### src/tmcs_pkg.sv
// ----------------------------------------------------------------------------
// tmcs_pkg
// Types and constants shared by the timed motor cycle sequencer modules.
// ----------------------------------------------------------------------------
package tmcs_pkg;

    typedef enum logic [3:0] {
        PH_IDLE = 4'b0001,
        PH_WAIT = 4'b0010,
        PH_FWD  = 4'b0100,
        PH_REV  = 4'b1000
    } t_phase;

    localparam logic [1:0] PC_IDLE = 2'd0;
    localparam logic [1:0] PC_WAIT = 2'd1;
    localparam logic [1:0] PC_FWD  = 2'd2;
    localparam logic [1:0] PC_REV  = 2'd3;

    localparam logic [1:0] CFG_DELAY_SECONDS = 2'd0;
    localparam logic [1:0] CFG_FORWARD_MS    = 2'd1;
    localparam logic [1:0] CFG_CYCLE_TOTAL   = 2'd2;
    localparam logic [1:0] CFG_DEBOUNCE_MS   = 2'd3;

    localparam logic [6:0]  DELAY_SECONDS_RST = 7'd0;
    localparam logic [15:0] FORWARD_MS_RST    = 16'd3000;
    localparam logic [3:0]  CYCLE_TOTAL_RST   = 4'd4;
    localparam logic [15:0] DEBOUNCE_MS_RST   = 16'd200;

    localparam logic [15:0] MS_PER_SECOND = 16'd1000;
    localparam logic [15:0] MS_SAT        = 16'hFFFF;
    localparam logic [6:0]  SEC_SAT       = 7'd127;

    typedef struct packed {
        logic [6:0]  delay_seconds;
        logic [15:0] forward_ms;
        logic [3:0]  cycle_total;
        logic [15:0] debounce_ms;
    } t_cfg;

    typedef struct packed {
        logic tick;
        logic switch1_edge;
        logic switch2_pressed;
        logic abort;
    } t_in;

    typedef struct packed {
        t_phase      phase;
        logic [3:0]  cycle_index;
        logic [15:0] millis_in_phase;
        logic [6:0]  seconds_in_phase;
        logic        running_flag;
        logic [15:0] since_last_edge;
        logic [15:0] reverse_count;
    } t_state;

    typedef struct packed {
        logic [15:0] reverse_total;
        logic        is_running;
        logic [3:0]  cycle_number;
        logic [1:0]  phase_code;
        logic        relay_on;
        logic        drive_reverse;
        logic        drive_forward;
    } t_out;

    localparam t_state STATE_RST = '{
        phase:            PH_IDLE,
        cycle_index:      4'd0,
        millis_in_phase:  16'd0,
        seconds_in_phase: 7'd0,
        running_flag:     1'b0,
        since_last_edge:  16'hFFFF,
        reverse_count:    16'd0
    };

endpackage

### src/tmcs_cfg_regs.sv
// ----------------------------------------------------------------------------
// tmcs_cfg_regs
// Configuration register file of the sequencer.
// ----------------------------------------------------------------------------
module tmcs_cfg_regs
    import tmcs_pkg::*;
(
    input  logic        i_clk,
    input  logic        i_rst_n,
    input  logic        i_wr_en,
    input  logic [1:0]  i_wr_addr,
    input  logic [15:0] i_wr_data,
    output t_cfg        o_cfg
);

    t_cfg r_cfg;
    t_cfg n_cfg;

    always_comb begin
        n_cfg = r_cfg;
        if (i_wr_en) begin
            case (i_wr_addr)
                CFG_DELAY_SECONDS: n_cfg.delay_seconds = i_wr_data[6:0];
                CFG_FORWARD_MS:    n_cfg.forward_ms    = i_wr_data;
                CFG_CYCLE_TOTAL:   n_cfg.cycle_total   = i_wr_data[3:0];
                CFG_DEBOUNCE_MS:   n_cfg.debounce_ms   = i_wr_data;
                default:           n_cfg = r_cfg;
            endcase
        end
    end

    always_ff @(posedge i_clk) begin
        if (!i_rst_n) begin
            r_cfg.delay_seconds <= DELAY_SECONDS_RST;
            r_cfg.forward_ms    <= FORWARD_MS_RST;
            r_cfg.cycle_total   <= CYCLE_TOTAL_RST;
            r_cfg.debounce_ms   <= DEBOUNCE_MS_RST;
        end else begin
            r_cfg <= n_cfg;
        end
    end

    assign o_cfg = r_cfg;

endmodule

### src/tmcs_step.sv
// ----------------------------------------------------------------------------
// tmcs_step
// Next-state and result logic for one item of the sequencer.
// ----------------------------------------------------------------------------
module tmcs_step
    import tmcs_pkg::*;
(
    input  t_cfg   i_cfg,
    input  t_state i_state,
    input  t_in    i_item,
    output t_state o_state,
    output t_out   o_result
);

    logic [3:0]  w_total;
    logic [3:0]  w_next_cycle;
    logic [15:0] w_millis_inc;
    t_state      s;

    assign w_total = (i_cfg.cycle_total == 4'd0) ? 4'd1 : i_cfg.cycle_total;

    always_comb begin
        s = i_state;
        w_next_cycle = i_state.cycle_index + 4'd1;
        w_millis_inc = i_state.millis_in_phase + 16'd1;
        if (i_item.abort) begin
            s = STATE_RST;
        end else begin
            if (i_item.switch1_edge) begin
                if (i_state.since_last_edge > i_cfg.debounce_ms) begin
                    s.running_flag = !i_state.running_flag;
                    if (!i_state.running_flag) begin
                        s.millis_in_phase  = 16'd0;
                        s.seconds_in_phase = 7'd0;
                    end
                end
                s.since_last_edge = 16'd0;
            end else if (i_item.tick && (i_state.since_last_edge != MS_SAT)) begin
                s.since_last_edge = i_state.since_last_edge + 16'd1;
            end

            w_millis_inc = s.millis_in_phase + 16'd1;

            case (i_state.phase)
                PH_IDLE: begin
                    if (s.running_flag) begin
                        s.phase            = PH_WAIT;
                        s.cycle_index      = 4'd0;
                        s.millis_in_phase  = 16'd0;
                        s.seconds_in_phase = 7'd0;
                    end
                end
                PH_WAIT: begin
                    if (s.running_flag) begin
                        if (i_item.tick) begin
                            s.millis_in_phase = w_millis_inc;
                            if (w_millis_inc >= MS_PER_SECOND) begin
                                s.millis_in_phase = 16'd0;
                                if (s.seconds_in_phase < SEC_SAT) begin
                                    s.seconds_in_phase = s.seconds_in_phase + 7'd1;
                                end
                            end
                        end
                        if (s.seconds_in_phase >= i_cfg.delay_seconds) begin
                            s.phase            = PH_FWD;
                            s.millis_in_phase  = 16'd0;
                            s.seconds_in_phase = 7'd0;
                        end
                    end
                end
                PH_FWD: begin
                    if (s.running_flag) begin
                        if (i_item.tick && (s.millis_in_phase != MS_SAT)) begin
                            s.millis_in_phase = w_millis_inc;
                        end
                        if (s.millis_in_phase >= i_cfg.forward_ms) begin
                            s.cycle_index      = w_next_cycle;
                            s.phase            = (w_next_cycle >= w_total) ? PH_REV : PH_WAIT;
                            s.millis_in_phase  = 16'd0;
                            s.seconds_in_phase = 7'd0;
                        end
                    end
                end
                PH_REV: begin
                    if (i_item.switch2_pressed) begin
                        s.reverse_count    = i_state.reverse_count + 16'd1;
                        s.cycle_index      = 4'd0;
                        s.millis_in_phase  = 16'd0;
                        s.seconds_in_phase = 7'd0;
                        s.phase            = s.running_flag ? PH_WAIT : PH_IDLE;
                    end
                end
                default: begin
                    s = STATE_RST;
                end
            endcase
        end
    end

    always_comb begin
        o_result               = '0;
        o_result.is_running    = s.running_flag;
        o_result.reverse_total = s.reverse_count;
        case (s.phase)
            PH_WAIT: begin
                o_result.phase_code   = PC_WAIT;
                o_result.cycle_number = s.cycle_index + 4'd1;
                o_result.relay_on     = s.running_flag;
            end
            PH_FWD: begin
                o_result.phase_code    = PC_FWD;
                o_result.cycle_number  = s.cycle_index + 4'd1;
                o_result.relay_on      = s.running_flag;
                o_result.drive_forward = s.running_flag;
            end
            PH_REV: begin
                o_result.phase_code    = PC_REV;
                o_result.cycle_number  = s.cycle_index;
                o_result.drive_reverse = 1'b1;
            end
            default: begin
                o_result.phase_code   = PC_IDLE;
                o_result.cycle_number = 4'd0;
            end
        endcase
    end

    assign o_state = s;

endmodule

### src/timed_motor_cycle_sequencer_unit.sv
// ----------------------------------------------------------------------------
// timed_motor_cycle_sequencer_unit
// Wait, forward and reverse motor cycle sequencer with pause and abort.
// ----------------------------------------------------------------------------
// Channel   Direction  Payload
// s_axis    in         tdata[3:0]: tick, switch1_edge, switch2_pressed, abort
// m_axis    out        tdata[25:0]: motor controls, phase, cycle, count
// cfg       in         addr[1:0] register index, data[15:0] value
//
// One item per clock unless the output stalls: an input register feeds the
// step logic, which updates the sequencer state and loads the result register
// in the same cycle. Items go from the input register into the result one.
// A stalled result holds; the input register still takes one more item.
// Reset is synchronous, active low; it resets state, not item or result registers.
// ----------------------------------------------------------------------------
module timed_motor_cycle_sequencer_unit
    import tmcs_pkg::*;
(
    input  logic        i_clk,
    input  logic        i_rst_n,
    input  logic        i_s_axis_tvalid,
    output logic        o_s_axis_tready,
    // tick, switch1_edge, switch2_pressed, abort (bits 0 to 3), zeros above
    input  logic [7:0]  i_s_axis_tdata,
    output logic        o_m_axis_tvalid,
    input  logic        i_m_axis_tready,
    // drive_forward, drive_reverse, relay_on, phase_code[1:0], cycle_number[3:0],
    // is_running, reverse_total[15:0] from bit 0 up, zeros above
    output logic [31:0] o_m_axis_tdata,
    input  logic        i_cfg_valid,
    output logic        o_cfg_ready,
    input  logic [1:0]  i_cfg_addr,
    input  logic [15:0] i_cfg_data
);

    t_cfg   w_cfg;
    t_state r_state;
    t_state w_state_next;
    t_out   w_result;
    t_out   r_result;
    t_in    r_item;
    logic   r_in_valid;
    logic   r_out_valid;
    logic   w_out_free;
    logic   w_fire;
    logic   w_in_accept;

    assign o_cfg_ready = 1'b1;

    tmcs_cfg_regs u_cfg (
        .i_clk     (i_clk),
        .i_rst_n   (i_rst_n),
        .i_wr_en   (i_cfg_valid),
        .i_wr_addr (i_cfg_addr),
        .i_wr_data (i_cfg_data),
        .o_cfg     (w_cfg)
    );

    tmcs_step u_step (
        .i_cfg    (w_cfg),
        .i_state  (r_state),
        .i_item   (r_item),
        .o_state  (w_state_next),
        .o_result (w_result)
    );

    assign w_out_free      = !r_out_valid || i_m_axis_tready;
    assign w_fire          = r_in_valid && w_out_free;
    assign o_s_axis_tready = !r_in_valid || w_out_free;
    assign w_in_accept     = i_s_axis_tvalid && o_s_axis_tready;

    always_ff @(posedge i_clk) begin
        if (!i_rst_n) begin
            r_in_valid  <= 1'b0;
            r_out_valid <= 1'b0;
            r_state     <= STATE_RST;
        end else begin
            if (w_in_accept) begin
                r_in_valid <= 1'b1;
            end else if (w_fire) begin
                r_in_valid <= 1'b0;
            end
            if (w_fire) begin
                r_out_valid <= 1'b1;
                r_state     <= w_state_next;
            end else if (i_m_axis_tready) begin
                r_out_valid <= 1'b0;
            end
        end
    end

    always_ff @(posedge i_clk) begin
        if (w_in_accept) begin
            r_item.tick            <= i_s_axis_tdata[0];
            r_item.switch1_edge    <= i_s_axis_tdata[1];
            r_item.switch2_pressed <= i_s_axis_tdata[2];
            r_item.abort           <= i_s_axis_tdata[3];
        end
        if (w_fire) begin
            r_result <= w_result;
        end
    end

    assign o_m_axis_tvalid = r_out_valid;
    assign o_m_axis_tdata  = {6'd0, r_result};

endmodule

### config.mk
export PLATFORM = sky130hd
export DESIGN_NAME = timed_motor_cycle_sequencer_unit
export DESIGN_NICKNAME = d
export VERILOG_FILES = /design/src/tmcs_pkg.sv /design/src/tmcs_cfg_regs.sv /design/src/tmcs_step.sv /design/src/timed_motor_cycle_sequencer_unit.sv
export SDC_FILE = /design/constraint.sdc
export NUM_CORES = 1
export LEC_CHECK = 0
export BUFFER_PORTS_ARGS = -buffer_cell sky130_fd_sc_hd__buf_2
export CORE_ASPECT_RATIO = 0.8
export CORE_MARGIN = 1.5
export CORE_UTILIZATION = 65
export CTS_BUF_LIST = sky130_fd_sc_hd__clkbuf_4 sky130_fd_sc_hd__clkbuf_8 sky130_fd_sc_hd__clkbuf_16
export CTS_CLUSTER_DIAMETER = 150
export DETAILED_ROUTE_END_ITERATION = 8
export PLACE_DENSITY = 0.95
export SLEW_MARGIN = 30
export SYNTH_ARGS = -nofsm -noshare
export SYNTH_HDL_FRONTEND = slang
export SYNTH_HIERARCHICAL = 1
export SYNTH_SLANG_ARGS = --single-unit
### constraint.sdc
create_clock -name i_clk -period 15.01 [get_ports i_clk]
set_input_delay 2.2515 -clock i_clk [delete_from_list [all_inputs] [get_ports i_clk]]
set_output_delay 2.2515 -clock i_clk [all_outputs]
set_load 0.02 [all_outputs]
* Yosys cells after proc, flatten, opt, wreduce, memory -nomap -nowiden
Cells that the tools add are included.
** Storage, ports and cells
- Bits in registers :: 139
- Input port bits :: 31
- Output and inout bits :: 35
- Logic and storage cells :: 110
** Operators by class
- Add/subtract/negate cells :: 6
- Magnitude comparators :: 6
- Eq/ne operators :: 13
- Muxes and demuxes :: 40
- Reductions and logical operators :: 21
** Operator list (count)
- $mux 23 :: 8
- $mux 31 :: 4
- $mux 16 :: 7
- $pmux 23 s4 :: 1
- $mux 24 :: 3
- $mux 64 :: 1
- $add 16x1->16 const B :: 3
- $ne 16x16->1 const B :: 2
- $pmux 16 s2 :: 1
- $pmux 4 s4 :: 2
- $pmux 6 s3 :: 1
- $mux 17 :: 1
- $ge 16x10->1 const B :: 1
- $ge 16x16->1 :: 1
- $gt 16x16->1 :: 1
- $mux 4 :: 4
- $reduce_and 2->1 :: 5
- $add 4x1->4 const B :: 2
- $eq 4x2->1 const B :: 2
- $eq 4x3->1 const B :: 2
- $eq 4x4->1 const B :: 2
- $add 7x1->7 const B :: 1
- $ge 7x7->1 :: 1
- $lt 7x7->1 const B :: 1
- 17 further kinds :: 29

* Longest topological paths before layout
- Word-level depth :: 18
- Depth in mapped cells :: 31
- Depth with buffers taken out :: 29

* Modules after synthesis
Netlist, hierarchy kept.
** Modules (own cells, without submodules)
- tmcs_step :: instances 1, cells each 686, area each 4347.9 sq um, sequential area each 0.0 sq um
- timed_motor_cycle_sequencer_unit :: instances 1, cells each 330, area each 3619.7 sq um, sequential area each 2222.1 sq um
- tmcs_cfg_regs :: instances 1, cells each 173, area each 1696.6 sq um, sequential area each 860.8 sq um

* Worst setup path before layout
OpenSTA, ideal clock, no wires.
- Path kind :: flip-flop to flip-flop
- From :: reg u_cfg.r_cfg, in the netlist u_cfg/o_cfg[14]
- To :: reg r_result, in the netlist o_m_axis_tdata[6] (data pin)
- Setup time :: 0.263 ns
- Arrival :: 6.414 ns
- Data required time :: 14.747 ns
- Path slack :: 8.332 ns
- Cell stages (with the launch flop) :: 27
- Buffers on the path :: 2
- Clock period less this slack :: 6.678 ns
- Path through :: dfxtp_1 -> inv_1 -> ha_1 -> nand4_2 -> o41ai_1 -> a311o_1 -> buf_6 -> clkbuf_1 -> and2_1 -> ha_1 -> nand4_1 -> nor2_1 -> nand3_1 -> o21ai_1 -> xnor2_1 -> ha_1 -> nand2b_1 -> a2111oi_0 -> a2111oi_0 -> o311a_1 -> or2_2 -> a21oi_2 -> nor2_1 -> a311oi_1 -> ha_1 -> o21ai_0 -> o21ai_0
** RTL lines
- from (decl) :: line tmcs_cfg_regs.sv:16 : t_cfg r_cfg;
- from (signal assigned) :: line tmcs_cfg_regs.sv:39 : r_cfg <= n_cfg;
- to (signal assigned) :: line timed_motor_cycle_sequencer_unit.sv:100 : r_result <= w_result;
- to (decl) :: line timed_motor_cycle_sequencer_unit.sv:40 : t_out r_result;

==> flow_summary_export.csv <==
group,metric,value,unit
final_layout,multi_input_area,0.00577,mm²
route,drt-initial-drc-count,1092,
yosys,ys_seq_elements,139,
worst_setup_path,startpoint_type,"register",
worst_hold_path,hold_class,"reg2reg",
clocking,clock_latency,0.44,ns
global_routing,grt_overflow,0,
worst_setup_path,cp_top_family,"compound AO/OA/AOI/OAI gates",
clocking,numCtsBuffers,17,
floorplan,die_width,139,µm
clocking,cts_repair_resize_count,0,
global_routing,grt_antenna_before_repair,0,
yosys,synth_top_area_cell,"dfxtp_1",
final_layout,final_area,0.0103,mm²
worst_setup_path,worstSetupPathType,"reg2reg",
timing,min_period,8.01,ns
floorplan,core_area,0.0144,mm²
clocking,root_buffer,"clkbuf_16",
power_and_ir_drop,power_density,90.4,mW/mm²
route,postRouteWirelength,25200,µm
timing,setup-violations-final,0,
placed_design,place.gp.congestion,0.954,
final_layout,nets,1262,
floorplan,rows,39,
timing,slew_viol_final,0,
global_routing,track_usage,32.6,%
final_layout,layout-drive-gt1-share,9.88,%
timing,timing_hold_violations_final,0,
worst_setup_path,cp.required,15.18,ns
yosys,netlist_area,0.00966,mm²
clocking,clk_pin_slew,0.06,ns
yosys,synthCells,1189,
route,drcViolationCount,1,
global_routing,first_global_vias,8347,
worst_setup_path,cp.arrival,8.18,ns
clocking,ctsHoldBuffers,0,
yosys,ys_warn_count,6,
timing,tns,0,ns
placed_design,hpwl,16700,µm
final_layout,synthToLayoutAreaGrowth,6.32,%
worst_setup_path,critPathBufInv,2,
power_and_ir_drop,leakage,4.24,nW
placed_design,port_buffers,54,
yosys,yosysTopAreaCellShare,22.6,%
final_layout,fillers,1030,
timing,skew,0.0117,ns
worst_setup_path,cp_max_fo,19,
power_and_ir_drop,peakVddDrop,0.0771,mV
yosys,synthTopCellsByArea,"dfxtp_1, edfxtp_1, mux2i_1",
yosys,syn_avg_cell_area,8.13,µm²
yosys,synth-seq-area-share,31.9,%
clocking,cts.sinks,139,
yosys,ys.flop_type,"dfxtp_1",
worst_setup_path,slowest_stage,"a311oi_1",
final_layout,antennaDiodeCount,0,
global_routing,grt_pass1_wl,41200,µm
worst_setup_path,path_common_cell,"ha_1",
yosys,synth_edf_count,30,
timing,slew_headroom,31.9,%
clocking,cts_setup_buffers,0,
yosys,async_reset_ff_share,0,%
worst_setup_path,end_kind,"register",
floorplan,fp.dieH,112,µm
route,wire_per_inst,18.3,µm
global_routing,grt_max_degree,107,
final_layout,seqCellArea,0.00308,mm²
timing,fin_crit_sh,53.3,%
route,avgViaCountPerCell,6.52,
floorplan,pin_count,66,
yosys,synth_cell_types,90,
floorplan,start_util,67.1,%
flow_run,cap_viol_max_count,0,
timing,rsz0062_at_grt,"no",
run_status,failed_checks,"design-rule violations",
floorplan,die_area,0.0156,mm²
run_status,status,"finished, violations left",
timing,max_clock_freq,125,MHz
route,drtAntennaViolNets,0,
route,vias,8981,
timing,tightest_slew,1.01,ns
worst_setup_path,critPathMaxStageDelay,0.56,ns
route,first_pass_iters,8,
placed_design,place_area,0.00970,mm²
clocking,h-tree-depth,4,
clocking,cts_tree,"yes",
clocking,clockBufferDepth,2,
-- kinds of logic after synthesis --
kind of cell    after synthesis  share of synthesized area (%)
simple gates                436                           21.9
xor+xnor                     38                           3.44
buf+inv                     173                           8.82
compound gates              261                           18.0
other cells                   2                         0.0777
flops                       139                           31.9
fa+ha+maj                    50                           6.47
mux                          90                           9.32
-- flip-flops by register name, summed over array words and instances (netlist names) --
register and cells:
o_m_axis_tvalid 1, o_m_axis_tdata 26, u_cfg/o_cfg 43, r_in_valid 1
r_item 4, r_state 64
-- cell usage in the layout, fill, tap and decap left out, types with 11 or more instances in the layout --
cell,netlist,routed
a21oi_1,61,61
a31oi_1,11,11
and2_1,11,11
and3_1,15,15
buf_2,15,53
clkbuf_16,0,17
dfxtp_1,109,109
edfxtp_1,30,30
ha_1,50,50
inv_1,79,79
mux2i_1,90,90
nand2_1,212,212
nand3_1,25,25
nand4_1,22,22
nor2_1,65,65
nor2b_1,12,12
nor3_1,12,12
o211ai_1,16,16
o21ai_0,73,73
o311ai_1,13,13
xnor2_1,19,19
xor2_1,19,19
-- metal layers --
layer  GRT usage, %  routed length, µm
met1           43.8              10500
met2           52.4              11500
met3           5.72               2420
met4           13.8                768
met5              0                  0
-- final timing paths --
path                                                   start                           end  slack (ns)  cells after the start
worst max register to register  u_cfg/o_cfg[11]$_SDFFE_PN0P_   o_m_axis_tdata[6]$_DFFE_PP_        7.00                     26
worst min register to register  u_cfg/o_cfg[33]$_SDFFE_PN0P_  u_cfg/o_cfg[33]$_SDFFE_PN0P_        0.46                      2
worst max-delay path            u_cfg/o_cfg[11]$_SDFFE_PN0P_   o_m_axis_tdata[6]$_DFFE_PP_        7.00                     26
worst min-delay path            u_cfg/o_cfg[33]$_SDFFE_PN0P_  u_cfg/o_cfg[33]$_SDFFE_PN0P_        0.46                      2
-- synth_stat cells (all sizes together) (5+ instances only) --
| cell | count |
|---|---|
| or3 | 8 |
| buf | 54 |
| o21a | 5 |
| clkbuf | 39 |
| edfxtp | 30 |
| dfxtp | 109 |
| nand4 | 23 |
| o31ai | 6 |
| o211ai | 16 |
| nand2b | 10 |
| inv | 80 |
| xor2 | 19 |
| ha | 50 |
| nand4b | 10 |
| nand3 | 26 |
| a21oi | 62 |
| a22o | 5 |
| a21boi | 5 |
| xnor2 | 19 |
| nor2 | 67 |
| and4 | 9 |
| o311ai | 18 |
| and3 | 15 |
| nor2b | 13 |
| and2 | 11 |
| mux2i | 90 |
| a31oi | 11 |
| o21ai | 75 |
| nand2 | 213 |
| a21o | 5 |
| nor3 | 12 |
-- where the power goes --
part           internal (mW)  switching [mW]  total, mW
sequential             0.393          0.0121      0.405
combinational         0.0398          0.0775      0.117
clock                  0.233           0.174      0.407
total                  0.666           0.263      0.929
-- worst min-delay path, stage by stage, from the launching register on --
cell and delay [ns]:
dfxtp_1 0.31, nand2_1 0.05, mux2i_1 0.05
-- layout make-up --
cell class              instances  area share, %
multi-input cells             882           56.1
flip-flops and latches        139           30.0
clock buffers                  19           4.29
repair buffers                 61           3.24
inverters                      80           2.92
well taps                     184           2.24
clock inverters                13           1.18
-- per-stage QoR --
stage	std cells	utilization, %	setup WS [ns]	power, mW	hold slack [ns]
finish	1378	71.4	7.00	0.929	0.458
CTS	1378	71.3	7.02	0.925	0.460
global route	1378	71.4	6.46	0.959	0.479
global placement	1346	67.4	7.12	0.520	0.442
detailed placement	1346	67.4	7.11	0.524	0.452
floorplan	1194	-	8.33	0.498	0.431
(Power assumes the default switching activity.)
